`config.mk`:
```
export PLATFORM = sky130hd
export DESIGN_NAME = ncc_div
export DESIGN_NICKNAME = d
export VERILOG_FILES = /design/src/hw/rtl/ncc_div.sv
export SDC_FILE = /design/constraint.sdc
export NUM_CORES = 1
export LEC_CHECK = 0
export BUFFER_PORTS_ARGS = -buffer_cell sky130_fd_sc_hd__buf_2
export CORE_ASPECT_RATIO = 0.6
export CORE_MARGIN = 2
export CORE_UTILIZATION = 51
export DETAILED_ROUTE_END_ITERATION = 8
export GPL_TIMING_DRIVEN = 0
export PLACE_DENSITY_LB_ADDON = 0.3
export SLEW_MARGIN = 20
export SYNTH_ARGS = -nofsm -noshare
export SYNTH_HDL_FRONTEND = slang
export SYNTH_SLANG_ARGS = --single-unit
```
`constraint.sdc`:
```
create_clock -name clk -period 2.8 [get_ports clk]
set_clock_uncertainty 0.15 [all_clocks]
set_input_delay 0.56 -clock clk [delete_from_list [all_inputs] [get_ports clk]]
set_output_delay 0.56 -clock clk [all_outputs]
set_load 0.02 [all_outputs]
```
`src/hw/rtl/ncc_div.sv`:
```
// ncc_div: restoring divider, one quotient bit per cycle.
// Depends on nothing; used by ncc_cell and the top level.
module ncc_div #(
	parameter int DEN_W = 31,
	parameter int Q_W   = 16
) (
	input  logic             clk,
	input  logic             arst_n,
	input  logic             start,
	input  logic [DEN_W-1:0] num_hi,   // must be below den
	input  logic [Q_W-1:0]   num_lo,
	input  logic [DEN_W-1:0] den,
	output logic             done,
	output logic [Q_W-1:0]   quo
);
	localparam int CNT_W = $clog2(Q_W + 1);

	logic [DEN_W-1:0] rem_q;
	logic [DEN_W-1:0] den_q;
	logic [Q_W-1:0]   lo_q;
	logic [CNT_W-1:0] cnt_q;
	logic             done_q;
	logic [DEN_W:0]   trial;
	logic [DEN_W:0]   diff;
	logic             ge;

	// one shift-compare-subtract step
	assign trial = {rem_q, lo_q[Q_W-1]};
	assign diff  = trial - {1'b0, den_q};
	assign ge    = trial >= {1'b0, den_q};

	always_ff @(posedge clk or negedge arst_n) begin
		if (!arst_n) begin
			cnt_q  <= '0;
			done_q <= 1'b0;
		end else begin
			done_q <= 1'b0;
			if (start) begin
				cnt_q <= CNT_W'(Q_W);
			end else if (cnt_q != '0) begin
				cnt_q <= cnt_q - 1'b1;
				if (cnt_q == CNT_W'(1)) begin
					done_q <= 1'b1;
				end
			end
		end
	end

	// datapath, no reset
	always_ff @(posedge clk) begin
		if (start) begin
			rem_q <= num_hi;
			lo_q  <= num_lo;
			den_q <= den;
		end else if (cnt_q != '0) begin
			rem_q <= ge ? diff[DEN_W-1:0] : trial[DEN_W-1:0];
			lo_q  <= {lo_q[Q_W-2:0], ge};
		end
	end

	assign done = done_q;
	assign quo  = lo_q;

endmodule

```
# == Word-level counts from Yosys, hierarchy flattened ==
# Cells that the tools add are included.
# word_totals
inputBits,81
wordCells,21
ff_bits,84
output_inout_bits,17
# op_classes
muxes,10
eq_ne,1
order_cmp,1
n_addsub,2
n_reduce_logical,2
# op_table
cell,count
31-bit 2-to-1 mux,3
32-bit by 31-bit greater-or-equal comparator with 1-bit output,1
16-bit 2-to-1 mux,2
31-bit subtractor,1
5-bit 2-to-1 mux,2
5-bit by 1-bit equality test with 1-bit output (second input constant),1
5-bit nonzero test,1
5-bit by 1-bit subtractor with 5-bit output (second input constant),1
1-bit 2-to-1 mux,3
2-bit nonzero test,1

# == Depth between registers and ports, before layout ==
# logic_depth
ltp_word,4
ltp_mapped,13
depth_no_buf,11

# == Least setup slack after synthesis ==
# OpenSTA, ideal clock, no wires.
# synth_path
kind,flip-flop to flip-flop
startpoint,reg lo_q[15] (netlist: quo[15])
endpoint,reg rem_q[26] (data pin)
t_required_ns,2.384
arrival_ns,2.784
path_slack_ns,-0.401
path_buffers,0
setup_ns,0.266
path_stages_with_launch,12
period_less_slack_ns,3.201
cell_sequence,edfxtp_1 > inv_1 > ha_1 > fa_1 > nand2b_2 > a21o_1 > a2111oi_1 > nor4bb_1 > o31ai_2 > a21boi_1 > nor4b_2 > nor4_2
# synth_via
elab_chain_len,4
word_cells_on_any_way,5
cone_classes,add/sub: 1; order compare: 1; mux: 3
# synth_rtl
item,line_no,text
"start, declared",20,logic [Q_W-1:0] lo_q;
"start signal, assigned",53,lo_q <= num_lo;
"start signal, assigned",57,"lo_q <= {lo_q[Q_W-2:0], ge};"
31-bit subtractor / 32-bit by 31-bit greater-or-equal comparator with 1-bit output (equally long branches),"29, 30",
31-bit 2-to-1 mux *,56,rem_q <= ge ? diff[DEN_W-1:0] : trial[DEN_W-1:0];
31-bit 2-to-1 mux *,55,end else if (cnt_q != '0) begin
31-bit 2-to-1 mux *,51,if (start) begin
"end signal, assigned",52,rem_q <= num_hi;
"end signal, assigned",56,
"end, declared",18,logic [DEN_W-1:0] rem_q;
# Mark *: on every way between the ends. The rest lies on a longest branch, timed or not. The select of a mux whose other input is x is not followed.
# A chain may end at the register's enable or synchronous reset.

# == Final worst setup path ==
# layout_path
startpoint,reg rem_q[1]
endpoint,reg rem_q[19] (data pin)
# layout_via
elab_chain_len,4
word_cells_on_any_way,5
cone_classes,add/sub: 1; order compare: 1; mux: 3
# layout_rtl
item,line_no
31-bit subtractor / 32-bit by 31-bit greater-or-equal comparator with 1-bit output (equally long branches),"29, 30"
31-bit 2-to-1 mux *,56
31-bit 2-to-1 mux *,55
31-bit 2-to-1 mux *,51
# Marked as above.

==> qor.csv <==
metric,value,unit
status,"complete, but fails checks",
violations,negative setup slack,
tritoncts.num_buffers,9,
finalSetupViolCount,32,
dieArea,11500,µm²
nFillCells,788,
cap_violations,0,
cts.sinks,84,
place_congestion,0.916,
dp_hpwl,10200,µm
seq_area_frac_synth,46.1,%
drive_above_1_share,40.1,%
fin_crit_sh,114,%
fmax,313,MHz
grt_max_degree,48,
min_path_type,primary input to flop,
rr_startpoint,rem_q[1]$_DFFE_PP_,
synth_top_flop_cell,edfxtp_1,
worst_path_largest_cell_delay,0.45,ns
crit_buf_inv,0,
io_pins,98,
wl_per_cell,19.1,µm
synth_area_per_cell,10.2,µm²
synth.largest_area_cell,edfxtp_1,
cp-start-kind,flop,
synth_top_cell_area_share,43.3,%
synthesis.area,5410,µm²
vias_per_cell,5.72,
layout.nets,786,
cts-root-buf,clkbuf_16,
dp.cells,764,
drtIter0Drc,315,
synthTopCellsByArea,"edfxtp_1, ha_1, a21oi_1",
h-tree-depth,3,
grt_pass1_wl,22500,µm
max_slew_margin,36.1,%
track_usage,25.7,%
die_h,83.8,µm
seq_area,2490,µm²
grt_pass1_vias,4390,
antenna_found_initial,0,
synth_fp_nets,644,
coreArea,10500,µm²
finalPower,0.00859,W
min_to,den_q[20]$_DFFE_PP_,
tightest_slew,0.959,ns
leakagePower,3.11,nW
reg2reg_depth,9,
ir_drop,0.519,mV
crit_required,2.75,ns
hold_viol,0,
hold_start,den[20],
first_pass_iters,5,
yosysUniqueCellTypes,68,
crit_type,flop to flop,
rsz0062_at_grt,true,
p_per_area,1170,nW/µm²
ys_warn_count,0,
endpoint_kind,flop,
num_antenna_cells,0,
ctsLongestPathBuffers,2,
area_growth,35.9,%
regToRegEndpoint,rem_q[19]$_DFFE_PP_,
detail-route-antenna-nets,0,
grt_overflow_total,0,
layout_setup_ws,-0.393,ns
port_buffers,97,
multiInputGateArea,3210,µm²
critPathTopFamily,compound AO/OA/AOI/OAI gates,
holdPathStages,1,
arrival,3.14,ns
critPathMaxFanout,4,
cpMaxStageDelayCell,edfxtp_1,
rows,29,
async_reset_ff_share,7.14,%
crit_chain,ha_1 > nand3_1 > o21bai_1 > a21oi_2 > o21ai_2 > a31oi_1 > a311oi_1 > xnor2_1 > a221o_1,
vias,4660,
drt-total-wl,15600,µm
start_util,51.8,%
ff2ff_setup_slack,-0.39,ns
cts_tree,yes,
whs,0.234,ns
remaining_drc_errors,0,
yosys_register_bits,84,
fin_crit,3.19,ns
slew_viol_final,0,
die-width,137,µm
synth_cells,528,
clk_latency,0.35,ns
synth-edff-count,78,
stdcell_count,814,
clk_pin_slew_worst_paths,0.07,ns
==> Yosys cell counts, types with 3 or more instances <==
cell type  number
o21a_1          4
nand3_1        12
nor3_1          7
nand2b_1        3
nor2_1         41
nor4b_1         4
ha_1           34
xnor2_1        13
a21boi_0        3
o21ai_0        17
a2bb2oi_1       5
buf_6           4
a31oi_1        21
o21bai_1        4
dfrtp_1         6
xor2_1          9
nand2_1        55
and3_1          6
buf_2           5
clkbuf_1        8
inv_1          46
nor2b_1         3
a21o_1         14
edfxtp_1       78
mux2i_1         7
or3_1           4
buf_1           3
a21oi_1        43
nand4_1         3
mux2_2         18
==> area by class of cell <==
cell class / instances / share of cell area, %
multi-input cells: 376 / 43.6
flip-flops and latches: 84 / 33.9
repair buffers: 133 / 11.5
clock buffers: 10 / 3.11
inverters: 47 / 2.45
well taps: 139 / 2.37
plain buffers: 19 / 2.11
clock inverters: 6 / 0.970
==> worst max path at each step <==
| stage | startpoint | endpoint | slack, ns | depth (start not counted) |
|---|---|---|---|---|
| 4_1_cts | quo[15]$_DFFE_PP_ | rem_q[26]$_DFFE_PP_ | -0.35 | 12 |
| 2_1_floorplan | quo[15]$_DFFE_PP_ | quo[0]$_DFFE_PP_ | -0.23 | 12 |
| 3_3_place_gp | start | quo[12]$_DFFE_PP_ | -1.31 | 5 |
| 3_5_place_dp | start | quo[9]$_DFFE_PP_ | -0.96 | 5 |
| 5_1_grt | rem_q[3]$_DFFE_PP_ | rem_q[19]$_DFFE_PP_ | -0.46 | 9 |
| 6_report | rem_q[1]$_DFFE_PP_ | rem_q[19]$_DFFE_PP_ | -0.39 | 9 |
==> flip-flops by register name (all words and copies together) (netlist names) <==
signal / flops
done: 1
rem_q: 31
den_q: 31
cnt_q: 5
quo: 16
==> layout by cell type (no fill, tap or decap), types with 16 or more instances in the layout <==
cell and count:
a21oi_1 29, buf_2 97, buf_4 27, edfxtp_1 78
ha_1 21, inv_1 44, mux2_2 16, nand2_1 35
nand2_2 16, nor2_1 39
==> where the power goes <==
part	switching, W	internal (W)
Combinational	0.00282	0.00237
Clock	0.000526	0.000700
Sequential	0.000313	0.00186
Total	0.00366	0.00493
==> logic make-up (layout without fill, tap and decap cells) <==
logic type | after synthesis | in the layout | synth area share, %
XOR/XNOR | 22 | 22 | 3.56
adder cells (fa/ha/maj) | 35 | 35 | 8.24
buffers and inverters | 69 | 215 | 5.97
flip-flops | 84 | 84 | 46.1
multiplexers | 25 | 25 | 5.04
AND/OR/NAND/NOR | 155 | 156 | 14.2
AO/OA/AOI/OAI | 138 | 138 | 16.9
==> what timing repair did <==
item / 4_1_cts / 5_1_grt
pin swaps: 20 / 35
endpoints found under the setup margin: 79 / 79
gates cloned: 1 / 4
endpoints found under the hold margin: 6 / 0
resized for setup: 46 / 70
setup buffers: 19 / 14
hold buffers: 1 / 0
==> per-layer routing <==
layer / up-vias / track usage, % / share of wire (%) / wire length, µm
li1: 2231 / - / - / -
met1: 2211 / 38.5 / 46 / 7180
met2: 198 / 38.9 / 45 / 7000
met3: 20 / 4.92 / 7.8 / 1220
met4: 0 / 5.34 / 1.2 / 182
met5: - / 0 / 0 / 0
==> per-stage QoR <==
stage               setup slack (ns)  utilization, %  setup TNS [ns]  area (µm²)
floorplan                     -0.229               -           -4.43        5520
global placement               -1.31            59.1          -76.32        6180
detailed placement            -0.964            59.2          -62.06        6190
CTS                           -0.355            65.5           -7.55        6850
global route                  -0.463            70.3          -12.13        7350
finish                        -0.393            70.3           -9.74        7350
No activity file was read; power rests on OpenSTA's default activity.
