**config.mk**
```make
export PLATFORM = sky130hd
export DESIGN_NAME = ncc_cell
export DESIGN_NICKNAME = d
export VERILOG_FILES = /design/src/hw/rtl/ncc_pkg.sv /design/src/hw/rtl/ncc_div.sv /design/src/hw/rtl/ncc_cell.sv
export SDC_FILE = /design/constraint.sdc
export NUM_CORES = 1
export LEC_CHECK = 0
export BUFFER_PORTS_ARGS = -buffer_cell sky130_fd_sc_hd__buf_4
export CORE_MARGIN = 3
export CORE_UTILIZATION = 42
export CTS_CLUSTER_SIZE = 20
export DETAILED_ROUTE_END_ITERATION = 10
export GPL_TIMING_DRIVEN = 0
export SYNTH_ARGS = -nofsm -noshare
export SYNTH_HDL_FRONTEND = slang
export SYNTH_SLANG_ARGS = --single-unit
```
**constraint.sdc**
```tcl
create_clock -name clk -period 13.25 [get_ports clk]
set_input_delay 0.6625 -clock clk [delete_from_list [all_inputs] [get_ports clk]]
set_output_delay 0.6625 -clock clk [all_outputs]
set_load 0.03 [all_outputs]
```
**src/hw/rtl/ncc_pkg.sv**
```systemverilog
// ncc_pkg: shared types and constants of the nearest-centroid classifier.
// No dependencies; used by the top level, ncc_cell and ncc_checker.
package ncc_pkg;

	// field widths fixed by the interface
	localparam int FEAT_W       = 16;
	localparam int CLS_W        = 4;
	localparam int MAX_FEATURES = 10;

	// fixed-point scaling
	localparam int ROOT_SHIFT = 26;   // S << 26 before the root
	localparam int NORM_SHIFT = 28;   // x << 28 before the divide

	localparam logic [FEAT_W-1:0] ONE_Q15  = 16'd32768;
	localparam logic [FEAT_W-1:0] DIST_SAT = 16'hFFFF;

	// request modes
	localparam logic [1:0] MODE_CLASSIFY    = 2'd0;
	localparam logic [1:0] MODE_LOAD_ROW    = 2'd1;
	localparam logic [1:0] MODE_LOAD_RADIUS = 2'd2;
	localparam logic [1:0] MODE_RESERVED    = 2'd3;   // ignored

	// configuration register indexes
	localparam logic REG_INNER   = 1'b0;
	localparam logic REG_CLASSES = 1'b1;

	localparam logic [4:0] CLASSES_RESET = 5'd8;

	// token passed down the cell chain
	typedef struct packed {
		logic             valid;
		logic [CLS_W-1:0] cls;
	} tok_t;

endpackage

```
**src/hw/rtl/ncc_div.sv**
```systemverilog
// ncc_div: restoring divider, one quotient bit per cycle.
// Depends on nothing; used by ncc_cell and the top level.
module ncc_div #(
	parameter int DEN_W = 31,
	parameter int Q_W   = 16
) (
	input  logic             clk,
	input  logic             arst_n,
	input  logic             start,
	input  logic [DEN_W-1:0] num_hi,   // must be below den
	input  logic [Q_W-1:0]   num_lo,
	input  logic [DEN_W-1:0] den,
	output logic             done,
	output logic [Q_W-1:0]   quo
);
	localparam int CNT_W = $clog2(Q_W + 1);

	logic [DEN_W-1:0] rem_q;
	logic [DEN_W-1:0] den_q;
	logic [Q_W-1:0]   lo_q;
	logic [CNT_W-1:0] cnt_q;
	logic             done_q;
	logic [DEN_W:0]   trial;
	logic [DEN_W:0]   diff;
	logic             ge;

	// one shift-compare-subtract step
	assign trial = {rem_q, lo_q[Q_W-1]};
	assign diff  = trial - {1'b0, den_q};
	assign ge    = trial >= {1'b0, den_q};

	always_ff @(posedge clk or negedge arst_n) begin
		if (!arst_n) begin
			cnt_q  <= '0;
			done_q <= 1'b0;
		end else begin
			done_q <= 1'b0;
			if (start) begin
				cnt_q <= CNT_W'(Q_W);
			end else if (cnt_q != '0) begin
				cnt_q <= cnt_q - 1'b1;
				if (cnt_q == CNT_W'(1)) begin
					done_q <= 1'b1;
				end
			end
		end
	end

	// datapath, no reset
	always_ff @(posedge clk) begin
		if (start) begin
			rem_q <= num_hi;
			lo_q  <= num_lo;
			den_q <= den;
		end else if (cnt_q != '0) begin
			rem_q <= ge ? diff[DEN_W-1:0] : trial[DEN_W-1:0];
			lo_q  <= {lo_q[Q_W-2:0], ge};
		end
	end

	assign done = done_q;
	assign quo  = lo_q;

endmodule

```
**src/hw/rtl/ncc_cell.sv**
```systemverilog
// ncc_cell: one feature lane of the chain. Holds that feature's centroid
// components, the raw and normalised feature, and adds its square term to the
// passing partial sum. Depends on ncc_pkg and ncc_div.
module ncc_cell #(
	parameter int CLASSES = 16,
	parameter int SUM_W   = 36,
	parameter int ROOT_W  = 31
) (
	input  logic                       clk,
	input  logic                       arst_n,
	input  logic                       tab_we,
	input  logic [ncc_pkg::CLS_W-1:0]  tab_idx,
	input  logic [ncc_pkg::FEAT_W-1:0] tab_data,
	input  logic                       x_we,
	input  logic [ncc_pkg::FEAT_W-1:0] x_data,
	input  logic                       use_norm,
	input  logic                       div_start,
	input  logic [ROOT_W-1:0]          root,
	output logic                       div_done,
	input  ncc_pkg::tok_t              tok_in,
	input  logic [SUM_W-1:0]           sum_in,
	output ncc_pkg::tok_t              tok_out,
	output logic [SUM_W-1:0]           sum_out
);
	import ncc_pkg::*;

	localparam int CIDX_W = $clog2(CLASSES);
	localparam int NUM_W  = ROOT_W + 16;

	logic [FEAT_W-1:0]   tab_q [CLASSES];
	logic [FEAT_W-1:0]   x_q;
	logic [FEAT_W-1:0]   n_q;
	tok_t                tok_q;
	logic [SUM_W-1:0]    sum_q;
	logic [FEAT_W-1:0]   cval;
	logic [FEAT_W-1:0]   opnd;
	logic [2*FEAT_W-1:0] sq;
	logic [NUM_W-1:0]    num;
	logic [FEAT_W-1:0]   quo;
	logic                dv_done;

	// centroid components of this feature, cleared at reset
	always_ff @(posedge clk or negedge arst_n) begin
		if (!arst_n) begin
			for (int i = 0; i < CLASSES; i++) begin
				tab_q[i] <= '0;
			end
		end else if (tab_we) begin
			tab_q[tab_idx[CIDX_W-1:0]] <= tab_data;
		end
	end

	// square term: raw feature, or distance to the centroid component
	always_comb begin
		cval = tab_q[tok_in.cls[CIDX_W-1:0]];
		if (use_norm) begin
			opnd = (n_q >= cval) ? (n_q - cval) : (cval - n_q);
		end else begin
			opnd = x_q;
		end
		sq = opnd * opnd;
	end

	always_ff @(posedge clk or negedge arst_n) begin
		if (!arst_n) begin
			tok_q <= '0;
		end else begin
			tok_q <= tok_in;
		end
	end

	always_ff @(posedge clk) begin
		sum_q <= sum_in + SUM_W'(sq);
	end

	// normalisation: (x << 28 + root/2) / root
	assign num = (NUM_W'(x_q) << NORM_SHIFT) + NUM_W'(root >> 1);

	ncc_div #(
		.DEN_W(ROOT_W),
		.Q_W  (FEAT_W)
	) u_div (
		.clk   (clk),
		.arst_n(arst_n),
		.start (div_start),
		.num_hi(num[NUM_W-1:16]),
		.num_lo(num[15:0]),
		.den   (root),
		.done  (dv_done),
		.quo   (quo)
	);

	always_ff @(posedge clk) begin
		if (x_we) begin
			x_q <= x_data;
		end
		if (dv_done) begin
			n_q <= (quo > ONE_Q15) ? ONE_Q15 : quo;
		end
	end

	assign div_done = dv_done;
	assign tok_out  = tok_q;
	assign sum_out  = sum_q;

endmodule

```
Yosys cells after proc, flatten, opt, wreduce, memory -nomap -nowiden

Index checks and enable logic that the tools add are counted.

$add $sub $neg: 6
Multipliers: 1
Magnitude comparators: 6
Eq/ne operators: 1
Muxes and demuxes: 18
Bitwise logic cells: 2
Reductions and logical operators: 3

Operators by type and width:

| cell                                                                 | number |
|---|---|
| 256-bit bitwise mux                                                  | 1 |
| 16-bit 2-to-1 mux                                                    | 7 |
| 31-bit 2-to-1 mux                                                    | 3 |
| 16-bit binary-select mux with 4-bit select                           | 1 |
| 16-bit demux with 4-bit select                                       | 1 |
| 44-bit by 30-bit adder with 45-bit output                            | 1 |
| 36-bit by 32-bit adder with 36-bit output                            | 1 |
| 32-bit by 31-bit >= comparator with 1-bit output                     | 1 |
| 16-bit by 16-bit multiplier with 32-bit output                       | 1 |
| 16-bit subtractor                                                    | 2 |
| 31-bit subtractor                                                    | 1 |
| 16-bit >= comparator                                                 | 1 |
| 16-bit > comparator, second input constant                           | 1 |
| 5-bit >= comparator, second input constant                           | 2 |
| 5-bit 2-to-1 mux                                                     | 2 |
| 4-bit inverter with 5-bit output                                     | 2 |
| 5-bit by 1-bit == test with 1-bit output, second input constant      | 1 |
| 5-bit by 1-bit < comparator with 1-bit output, second input constant | 1 |
| 5-bit nonzero test                                                   | 1 |
| 5-bit by 1-bit subtractor with 5-bit output, second input constant   | 1 |
| 1-bit 2-to-1 mux                                                     | 3 |
| 2-bit nonzero test                                                   | 1 |
| 1-bit logical AND                                                    | 1 |

Register bits: 413
Logic and storage cells: 63

Depth between registers and ports, before layout

Gate-level depths: netlist (run 1).

Word-level depth: 9
Depth in mapped cells: 39
Mapped depth without buffers: 36

By module

From an unflattened synthesis (run 1), not the netlist that was laid out.

Cells, all modules: 2565
Area total of the unflattened synthesis: 29234.3 µm²

By module, submodules not included:

| module   | times used | cells each | area each (µm²) | sequential area each (µm²) |
|---|---|---|---|---|
| ncc_cell | 1          | 2032       | 23801.6         | 8212.9 |
| ncc_div  | 1          | 533        | 5432.7          | 2492.4 |

Worst setup path after synthesis (run 1)

No wires, ideal clock.

Path type: in2reg
Start: in tok_in[0] (netlist bit)
End: reg sum_q[32], in the netlist sum_out[32]
Setup time: 72 ps
Arrival: 10430 ps
Required time: 13178 ps
Slack: 2748 ps
Stages on the path: 34
Path buffers: 4
Cell sequence: clkbuf_1 buf_1 mux4_2 mux4_2 ha_1 fa_1 nand2b_1 a21oi_1 o41ai_4 a31oi_4 nand2_2 buf_4 a221oi_2 xnor2_1 clkbuf_1 a32oi_1 fa_1 fa_1 fa_1 inv_1 fa_1 fa_1 inv_1 fa_1 inv_1 ha_1 a21oi_1 o221ai_1 a211oi_1 o41ai_2 a2111oi_0 nor3_1 o41ai_1 xnor2_1

Longest elaborated chain between the ends: 9

RTL lines:

| element                                                          | line           | text |
|---|---|---|
| from (decl)                                                      | ncc_cell.sv:20 | `input ncc_pkg::tok_t tok_in,` |
| 4-bit inverter with 5-bit output (not written as such) *         | ncc_cell.sv:55 | `cval = tab_q[tok_in.cls[CIDX_W-1:0]];` |
| 16-bit binary-select mux with 4-bit select *                     | ncc_cell.sv:55 |  |
| 16-bit 2-to-1 mux (not written as such) * (2 in a row)           | ncc_cell.sv:55 |  |
| 16-bit subtractor / 16-bit >= comparator (equally long branches) | ncc_cell.sv:57 | `opnd = (n_q >= cval) ? (n_q - cval) : (cval - n_q);` |
| 16-bit 2-to-1 mux *                                              | ncc_cell.sv:57 |  |
| 16-bit 2-to-1 mux *                                              | ncc_cell.sv:56 | `if (use_norm) begin` |
| 16-bit by 16-bit multiplier with 32-bit output *                 | ncc_cell.sv:61 | `sq = opnd * opnd;` |
| 36-bit by 32-bit adder with 36-bit output *                      | ncc_cell.sv:73 | `sum_q <= sum_in + SUM_W'(sq);` |
| to (signal assigned)                                             | ncc_cell.sv:73 |  |
| to (decl)                                                        | ncc_cell.sv:34 | `logic [SUM_W-1:0] sum_q;` |

Every way passes the cells marked *; elsewhere a longest branch is shown, timed or not. The select of a mux whose other input is x is not followed.
A chain may end at the register's enable or synchronous reset.

Worst setup path in the final report (run 1)

Start: in tok_in[0] (netlist bit)
End: reg sum_q[34], in the netlist sum_out[34]

The elaborated chain is that of the path after synthesis.

==> results of run 1 <==
## path summary, 6_finish.rpt
| kind | from | cells past startpoint | end |
|---|---|---|---|
| setup / recovery | tok_in[0] | 35 | sum_out[34]$_DFF_P_ |
| hold / removal | arst_n | 1 | tab_q[157]$_DFFE_PN0P_ |
| setup reg to reg | tab_q[128]$_DFFE_PN0P_ | 32 | sum_out[34]$_DFF_P_ |
| hold reg to reg | tab_q[35]$_DFFE_PN0P_ | 1 | tab_q[35]$_DFFE_PN0P_ |
| max in group asynchronous | arst_n | 3 | tab_q[115]$_DFFE_PN0P_ |
| min in group clk | tok_in[0] | 1 | tok_out[0]$_DFF_PN0_ |
## layer usage
layer  track usage [%]  vias up
li1                  -     9134
met1              26.5    10100
met2              34.9      484
met3              3.84      132
met4              6.77        0
met5                 0        -
## cells in the mapped netlist, drive strengths merged, types with 17 or more instances
library cell	number
a21o	45
nand3	25
nand2b	26
clkbuf	69
mux2i	17
o21ai	64
ha	173
nand2	139
nor3	21
buf	39
a21oi	108
mux2	287
xnor2	54
inv	380
dfrtp	267
nor2b	29
edfxtp	110
nor2	154
dfxtp	36
fa	201
xor2	31
mux4	80
a211oi	18
## final cells by class
cell class              count  area, sq um  area share (%)
plain buffers             108          450            1.35
clock buffers              63         1360            4.08
clock inverters            27          290           0.872
inverters                 384         1440            4.33
multi-input cells        1646        16700            50.0
flip-flops and latches    413        10700            32.1
well taps                 931         1160            3.50
repair buffers            157         1240            3.72
## layout by cell type (no fill, tap or decap), types with 12 or more instances in the layout
cell       instances
mux2i_1           14
nor3_1            20
buf_4            156
nand2_1          137
a21oi_1          105
buf_2             21
a21o_1            45
xor2_1            31
and3_1            14
xnor2_1           54
dfxtp_1           36
nor2_1           153
nor2b_1           29
a211oi_1          17
fa_1             201
o21ai_0           58
dfrtp_1          267
inv_1            373
ha_1             173
edfxtp_1         110
clkbuf_1          75
o21a_1            12
mux4_2            80
nand2b_1          25
nand3_1           25
clkbuf_16         49
mux2_2           284
o21bai_1          14
buf_1             14
## logic make-up after synthesis
logic type | Yosys count | share of synthesized area, %
adder cells (fa/ha/maj) | 374 | 21.2
AO/OA/AOI/OAI | 343 | 8.03
XOR/XNOR | 85 | 2.55
flip-flops | 413 | 36.6
buffers and inverters | 492 | 6.47
multiplexers | 384 | 17.9
AND/OR/NAND/NOR | 460 | 7.32
## per-stage QoR
step / instance area [sq um] / hold WS [ps] / util (%) / setup WS (ps) / cells
floorplan: 29200 / 367 / - / 2750 / 2551
global placement: 31600 / 481 / 45.9 / 286 / 3636
detailed placement: 31700 / 488 / 46.0 / 249 / 3639
CTS: 33300 / 50.3 / 48.4 / 819 / 3729
global route: 33300 / 87.9 / 48.4 / 158 / 3729
finish: 33300 / 53.4 / 48.4 / 817 / 3729
## sequential cells by signal, summed over array words and instances, names as in the netlist
register,cells
n_q,16
sum_out,36
tab_q,256
tok_out,5
u_div.cnt_q,5
u_div.den_q,31
u_div.done,1
u_div.quo,16
u_div.rem_q,31
x_q,16
==> impl_metrics.yaml, run 1 <==
worst_setup_path:
  required_ps: 13770
  critPathMaxFanout: 10
  setup.worst_path.end_class: "register"
  cpMostUsedCell: "fa_1"
  crit_buf_inv: 9
  slowest_stage: "buf_1"
  critical_path_class: "primary input to register"
  crit_path_start_kind: "primary input"
  reg2reg_slack_ps: 2230
  path_delay_family: "adder cells"
  critPathMaxStageDelay_ps: 940
  arrival_ps: 12950
grt:
  grt_max_degree: 102
  grt_pass1_wl_mm: 118
  grt-ovfl-total: 0
  first_global_vias: 21400
  antenna_found_initial: 0
  track_usage_pct: 20.5
clock_network:
  clock_path_buffers: 3
  numCtsBuffers: 49
  cts_resized: 0
  cts.htree.levels: 2
  insertion_delay_ps: 590
  post-cts-setup-buffers: 0
  cts_tree: "built"
  clock_sinks: 413
  cts.clk_slew.worst_paths_ps: 60
  cts_root_buf: "clkbuf_16"
  post_cts_hold_buffer_count: 0
logic_synthesis:
  synth_edf_count: 110
  synth_area_leaders: "dfrtp_1 (23%), fa_1 (14%), edfxtp_1 (11%)"
  yosysUniqueCellTypes: 95
  synth_seq_cells: 413
  synth_top_area_share_pct: 22.8
  synth_area_sq_mm: 0.0292
  synthCells: 2551
  yosysTopAreaCell: "dfrtp_1"
  ys_seq_area_share_pct: 36.6
  yosysWarnings: 0
  ys_async_sr_fraction_pct: 64.6
  synth_area_per_cell_sq_um: 11.5
  syn-num-nets: 3039
  ys.flop_type: "dfrtp_1"
floorplan:
  top_level_ports: 156
  coreArea_sq_mm: 0.0688
  die_w_um: 270
  die_h_um: 270
  fp-row-count: 96
  dieArea_sq_mm: 0.0728
  start_util_pct: 42.5
drt:
  wl_per_cell_um: 19.9
  routed_wirelength_mm: 74.3
  first_pass_iters: 5
  drt_iter0_drc: 1150
  ant_nets: 0
  met2_length_mm: 36.2
  wl_met3_mm: 3.77
  drt-met1-wl_mm: 32.0
  remaining_drc_errors: 0
  vias: 19800
  top_layer_used: "met4"
  vias_per_cell: 5.32
worst_hold_path:
  hold_path_class: "primary input to async pin"
sta:
  finalCriticalPeriod_ps: 12430
  period_share_pct: 93.8
  slew_headroom_pct: 21.5
  setup_violations: 0
  setup_tns_ps: 0
  skew_ps: 27.6
  max_freq_mhz: 80.4
  final_hold_viol_count: 0
  rsz0062_at_grt: "no"
  worst_slew_pin_slew_ps: 1160
  drv_slew: 0
cells_and_area:
  fillers: 6174
  layout.nets: 3247
  final_layout_size_suffix_gt1_share_pct: 23.6
  diodes: 0
  area_growth_pct: 13.9
flow_run:
  cap_violations: 0
run_status:
  status: "finished clean"
placed_design:
  portBuffers: 154
  gp_congestion: 0.884
  dp_hpwl_mm: 56.4
Power of run 1 is left out: the tool's default activity adds up to more than one toggle a clock period on the data nets, which glitch-free logic cannot reach.
==> inputs of run 2 (changes only) <==
--- a/config.mk
+++ b/config.mk
@@ -5,12 +5,15 @@
 export SDC_FILE = /design/constraint.sdc
 export NUM_CORES = 1
 export LEC_CHECK = 0
-export BUFFER_PORTS_ARGS = -buffer_cell sky130_fd_sc_hd__buf_4
+export CELL_PAD_IN_SITES_DETAIL_PLACEMENT = 1
+export CELL_PAD_IN_SITES_GLOBAL_PLACEMENT = 1
 export CORE_MARGIN = 3
 export CORE_UTILIZATION = 42
 export CTS_CLUSTER_SIZE = 20
 export DETAILED_ROUTE_END_ITERATION = 10
+export DONT_BUFFER_PORTS = 1
 export GPL_TIMING_DRIVEN = 0
+export PLACE_DENSITY_LB_ADDON = 0.1
 export SYNTH_ARGS = -nofsm -noshare
 export SYNTH_HDL_FRONTEND = slang
 export SYNTH_SLANG_ARGS = --single-unit
==> impl_metrics.yaml, run 2 (synthesized netlist as in run 1, its figures left out) <==
grt:
  grt_max_degree: 268
  grt-ovfl-total: 0
  grt_pass1_wl_mm: 127
  first_global_vias: 21700
  antenna_found_initial: 1
  track_usage_pct: 22.3
worst_hold_path:
  hold_start: "tok_in[4]"
  hold_depth: 0
  hold_path_class: "primary input to register"
  min_to: "tok_out[4]$_DFF_PN0_"
worst_setup_path:
  path_delay_family: "adder cells"
  setup.worst_path.end_class: "register"
  required_ps: 13790
  arrival_ps: 12810
  crit_buf_inv: 6
  rr_worst_depth: 31
  slowest_stage: "o41ai_2"
  critPathMaxFanout: 10
  reg2reg_slack_ps: 2190
  crit_path_start_kind: "primary input"
  critPathMaxStageDelay_ps: 900
  cpMostUsedCell: "fa_1"
  r2r-end: "sum_out[34]$_DFF_P_"
  reg2reg_from: "tab_q[64]$_DFFE_PN0P_"
  critical_path_class: "primary input to register"
floorplan:
  fp-row-count: 96
  die_w_um: 270
  dieArea_sq_mm: 0.0728
  die_h_um: 270
  top_level_ports: 156
  coreArea_sq_mm: 0.0688
  start_util_pct: 42.5
sta:
  drv_slew: 0
  fin_ws_ps: 978
  skew_ps: 55.4
  setup_violations: 0
  worst_slew_pin_slew_ps: 1220
  finalCriticalPeriod_ps: 12270
  setup_tns_ps: 0
  final_hold_viol_count: 0
  period_share_pct: 92.6
  max_freq_mhz: 81.5
  rsz0062_at_grt: "no"
  slew_headroom_pct: 17.2
drt:
  ant_nets: 0
  first_pass_iters: 5
  drt_iter0_drc: 1125
  vias: 19400
  remaining_drc_errors: 0
  routed_wirelength_mm: 80.4
  vias_per_cell: 5.42
  wl_per_cell_um: 22.5
clock_network:
  cts.clk_slew.worst_paths_ps: 60
  numCtsBuffers: 48
  cts_root_buf: "clkbuf_16"
  cts_tree: "built"
  clock_path_buffers: 3
  cts.htree.levels: 2
  post-cts-setup-buffers: 0
  insertion_delay_ps: 610
  clock_sinks: 413
  cts_resized: 0
cells_and_area:
  largest-register: "tab_q"
  layout.nets: 3093
  area_growth_pct: 9.94
  layout_commonest_cell: "inv_1"
  layout_common_cells: "inv_1 (373), mux2_2 (284), dfrtp_1 (267)"
  final_layout_size_suffix_gt1_share_pct: 19.0
  largest_reg_flops: 256
placed_design:
  dp_slack_ps: 250
  dp_hpwl_mm: 62.4
  portBuffers: 0
  gp_congestion: 0.812
flow_run:
  cap_violations: 0
run_status:
  status: "finished clean"
==> run 2: cell types whose count changed in the layout (fill, tap and decap cells not counted), moves of 2 or more <==
cell / before / now
clkinv_1: 10 / 5
clkbuf_8: 8 / 10
clkinv_2: 8 / 6
inv_6: 3 / 0
buf_4: 156 / 3
clkbuf_1: 75 / 79
inv_16: 0 / 2
==> run 2: layout make-up <==
type / instances / area (sq um)
clock buffers: 68 / 1380
multi-input cells: 1646 / 16700
diodes: 1 / 2.50
well taps: 931 / 1160
plain buffers: 108 / 450
clock inverters: 18 / 277
flip-flops and latches: 413 / 10700
inverters: 384 / 1440
fillers: 7295 / 36700
repair buffers: 4 / 85.1
==> run 2: worst max-delay path by stage <==
stage / slack (ps) / startpoint / endpoint / cells past startpoint
after floorplan: 2750 / tok_in[0] / sum_out[32]$_DFF_P_ / 34
after global placement: 370 / tok_in[0] / sum_out[34]$_DFF_P_ / 33
after detailed placement: 250 / tok_in[0] / sum_out[34]$_DFF_P_ / 33
after CTS: 900 / tok_in[0] / sum_out[34]$_DFF_P_ / 33
after global routing: 300 / tok_in[0] / sum_out[34]$_DFF_P_ / 33
final: 980 / tok_in[0] / sum_out[34]$_DFF_P_ / 33
==> run 2: through the flow <==
stage	utilization [%]	area (sq um)	hold WS (ps)	cells
global placement	44.2	30400	379	3482
detailed placement	44.2	30400	375	3483
global route	46.7	32200	32.7	3572
finish	46.7	32200	77.7	3573
floorplan	-	29200	367	2551
CTS	46.7	32100	28.6	3570
==> run 2: worst register-to-register path, delay by kind of cell, from the launching register on <==
family | cells | cell delay (ps)
fa+ha+maj | 9 | 4260
compound gates | 7 | 2370
mux | 4 | 1630
simple gates | 5 | 1330
xor+xnor | 2 | 560
buf+inv | 4 | 440
flops | 1 | 380
==> run 2: repair_timing <==
action / 4_1_cts / 5_1_grt
hold endpoints to repair: 267 / 1
hold buffers: 1 / 1
endpoints found under the setup margin: 0 / 0
==> run 2: routing by layer <==
layer,vias up,track usage (%),routed length [um]
met2,336,38.8,39900
met5,-,0,13
met1,10100,29.8,35800
li1,8807,-,-
met3,113,2.72,2850
met4,2,5.30,1810
Power of run 2 is left out for the same reason.
==> inputs of run 3 (changes only) <==
--- a/config.mk
+++ b/config.mk
@@ -7,8 +7,9 @@
 export LEC_CHECK = 0
 export CELL_PAD_IN_SITES_DETAIL_PLACEMENT = 1
 export CELL_PAD_IN_SITES_GLOBAL_PLACEMENT = 1
+export CORE_ASPECT_RATIO = 0.7
 export CORE_MARGIN = 3
-export CORE_UTILIZATION = 42
+export CORE_UTILIZATION = 53
 export CTS_CLUSTER_SIZE = 20
 export DETAILED_ROUTE_END_ITERATION = 10
 export DONT_BUFFER_PORTS = 1
==> impl_metrics.yaml, run 3 (synthesized netlist as in run 1, its figures left out) <==
floorplan:
  fp-row-count: 71
  top_level_ports: 156
  start_util_pct: 54.1
  dieArea_sq_mm: 0.0581
  die_h_um: 203
  coreArea_sq_mm: 0.0541
  die_w_um: 287
clock_network:
  cts.htree.levels: 2
  cts_root_buf: "clkbuf_16"
  cts_tree: "built"
  insertion_delay_ps: 610
  cts.clk_slew.worst_paths_ps: 60
  clock_sinks: 413
  post-cts-setup-buffers: 0
  clock_path_buffers: 3
  numCtsBuffers: 42
  cts_resized: 0
sta:
  finalCriticalPeriod_ps: 12540
  slew_headroom_pct: 13.6
  rsz0062_at_grt: "no"
  worst_slew_pin_slew_ps: 1300
  drv_slew: 0
  skew_ps: 46.4
  setup_violations: 0
  max_freq_mhz: 79.8
  period_share_pct: 94.6
  final_hold_viol_count: 0
  setup_tns_ps: 0
grt:
  grt_pass1_wl_mm: 131
  grt_max_degree: 268
  grt-ovfl-total: 0
  track_usage_pct: 29.5
  first_global_vias: 22100
  antenna_found_initial: 0
drt:
  top_layer_used: "met4"
  remaining_drc_errors: 0
  wl_per_cell_um: 24.8
  drt-met1-wl_mm: 36.6
  first_pass_iters: 5
  vias_per_cell: 5.95
  met2_length_mm: 38.4
  ant_nets: 0
  drt_iter0_drc: 1328
  wl_met3_mm: 5.89
  routed_wirelength_mm: 83.3
  vias: 20000
cells_and_area:
  layout_common_cells: "inv_1 (373), mux2_2 (284), dfrtp_1 (267)"
  area_growth_pct: 8.35
  layout_commonest_cell: "inv_1"
  layout.nets: 3087
  final_util_pct: 58.6
  stdcell_area_sq_mm: 0.0317
  largest-register: "tab_q"
  final_layout_size_suffix_gt1_share_pct: 18.8
  largest_reg_flops: 256
worst_setup_path:
  cpMostUsedCell: "fa_1"
  critical_path_class: "primary input to register"
  rr_worst_depth: 32
  reg2reg_from: "tab_q[16]$_DFFE_PN0P_"
  required_ps: 13790
  critPathMaxStageDelay_ps: 970
  arrival_ps: 13070
  critPathMaxFanout: 10
  r2r-end: "sum_out[34]$_DFF_P_"
  slowest_stage: "buf_1"
  reg2reg_slack_ps: 1940
  crit_path_start_kind: "primary input"
  setup.worst_path.end_class: "register"
placed_design:
  portBuffers: 0
  dp_hpwl_mm: 62.1
  placed_area_sq_mm: 0.0302
  gp_congestion: 0.892
flow_run:
  cap_violations: 0
worst_hold_path:
  min_to: "tok_out[3]$_DFF_PN0_"
  hold_path_class: "primary input to register"
  hold_depth: 0
  hold_start: "tok_in[3]"
run_status:
  status: "finished clean"
## run 3: cell types whose count changed in the layout (fill, tap and decap cells not counted), moves of 3 or more
cell       previous run  this run
inv_6                 0         6
clkbuf_16            48        43
clkbuf_8             10         5
clkbuf_1             79        76
clkinv_2              6         3
## run 3: how the worst max path moves through the flow
stage,start,endpoint,cells after the start
6_report,tok_in[0],sum_out[34]$_DFF_P_,34
3_3_place_gp,tok_in[0],sum_out[34]$_DFF_P_,34
3_5_place_dp,tok_in[0],sum_out[34]$_DFF_P_,34
4_1_cts,tok_in[0],sum_out[34]$_DFF_P_,34
2_1_floorplan,tok_in[0],sum_out[32]$_DFF_P_,34
5_1_grt,tok_in[0],sum_out[34]$_DFF_P_,34
## run 3: routing by layer
layer / up-vias / global-route usage [%]
met5: - / 0
li1: 8776 / -
met4: 0 / 7.94
met1: 10500 / 41.0
met2: 558 / 46.9
met3: 143 / 6.73
## run 3: metrics by stage
step                      instances  setup slack [ps]  hold slack (ps)
final                          3360               713             73.4
after floorplan                2551              2750              367
after detailed placement       3282               179              380
after CTS                      3357               756             43.1
after global routing           3359              15.9             42.3
after global placement         3281               448              380
## run 3: repair_timing
action,CTS,global route
setup endpoints to repair,0,0
hold endpoints to repair,267,1
hold buffers,1,1
## run 3: cell type report
type / instances / area (sq um)
repair buffers: 4 / 85.1
flip-flops and latches: 413 / 10700
clock buffers: 55 / 1170
plain buffers: 108 / 452
multi-input cells: 1646 / 16700
diodes: 1 / 2.50
inverters: 384 / 1440
fillers: 5583 / 22400
clock inverters: 19 / 267
well taps: 730 / 913
## run 3: worst max-delay path: cells and delay by family
kind / cells / cell delay (ps)
buffers and inverters: 8 / 2350
AO/OA/AOI/OAI: 8 / 2770
multiplexers: 3 / 1550
XOR/XNOR: 1 / 150
adder cells (fa/ha/maj): 9 / 4360
AND/OR/NAND/NOR: 5 / 1200
Power of run 3 is left out for the same reason.
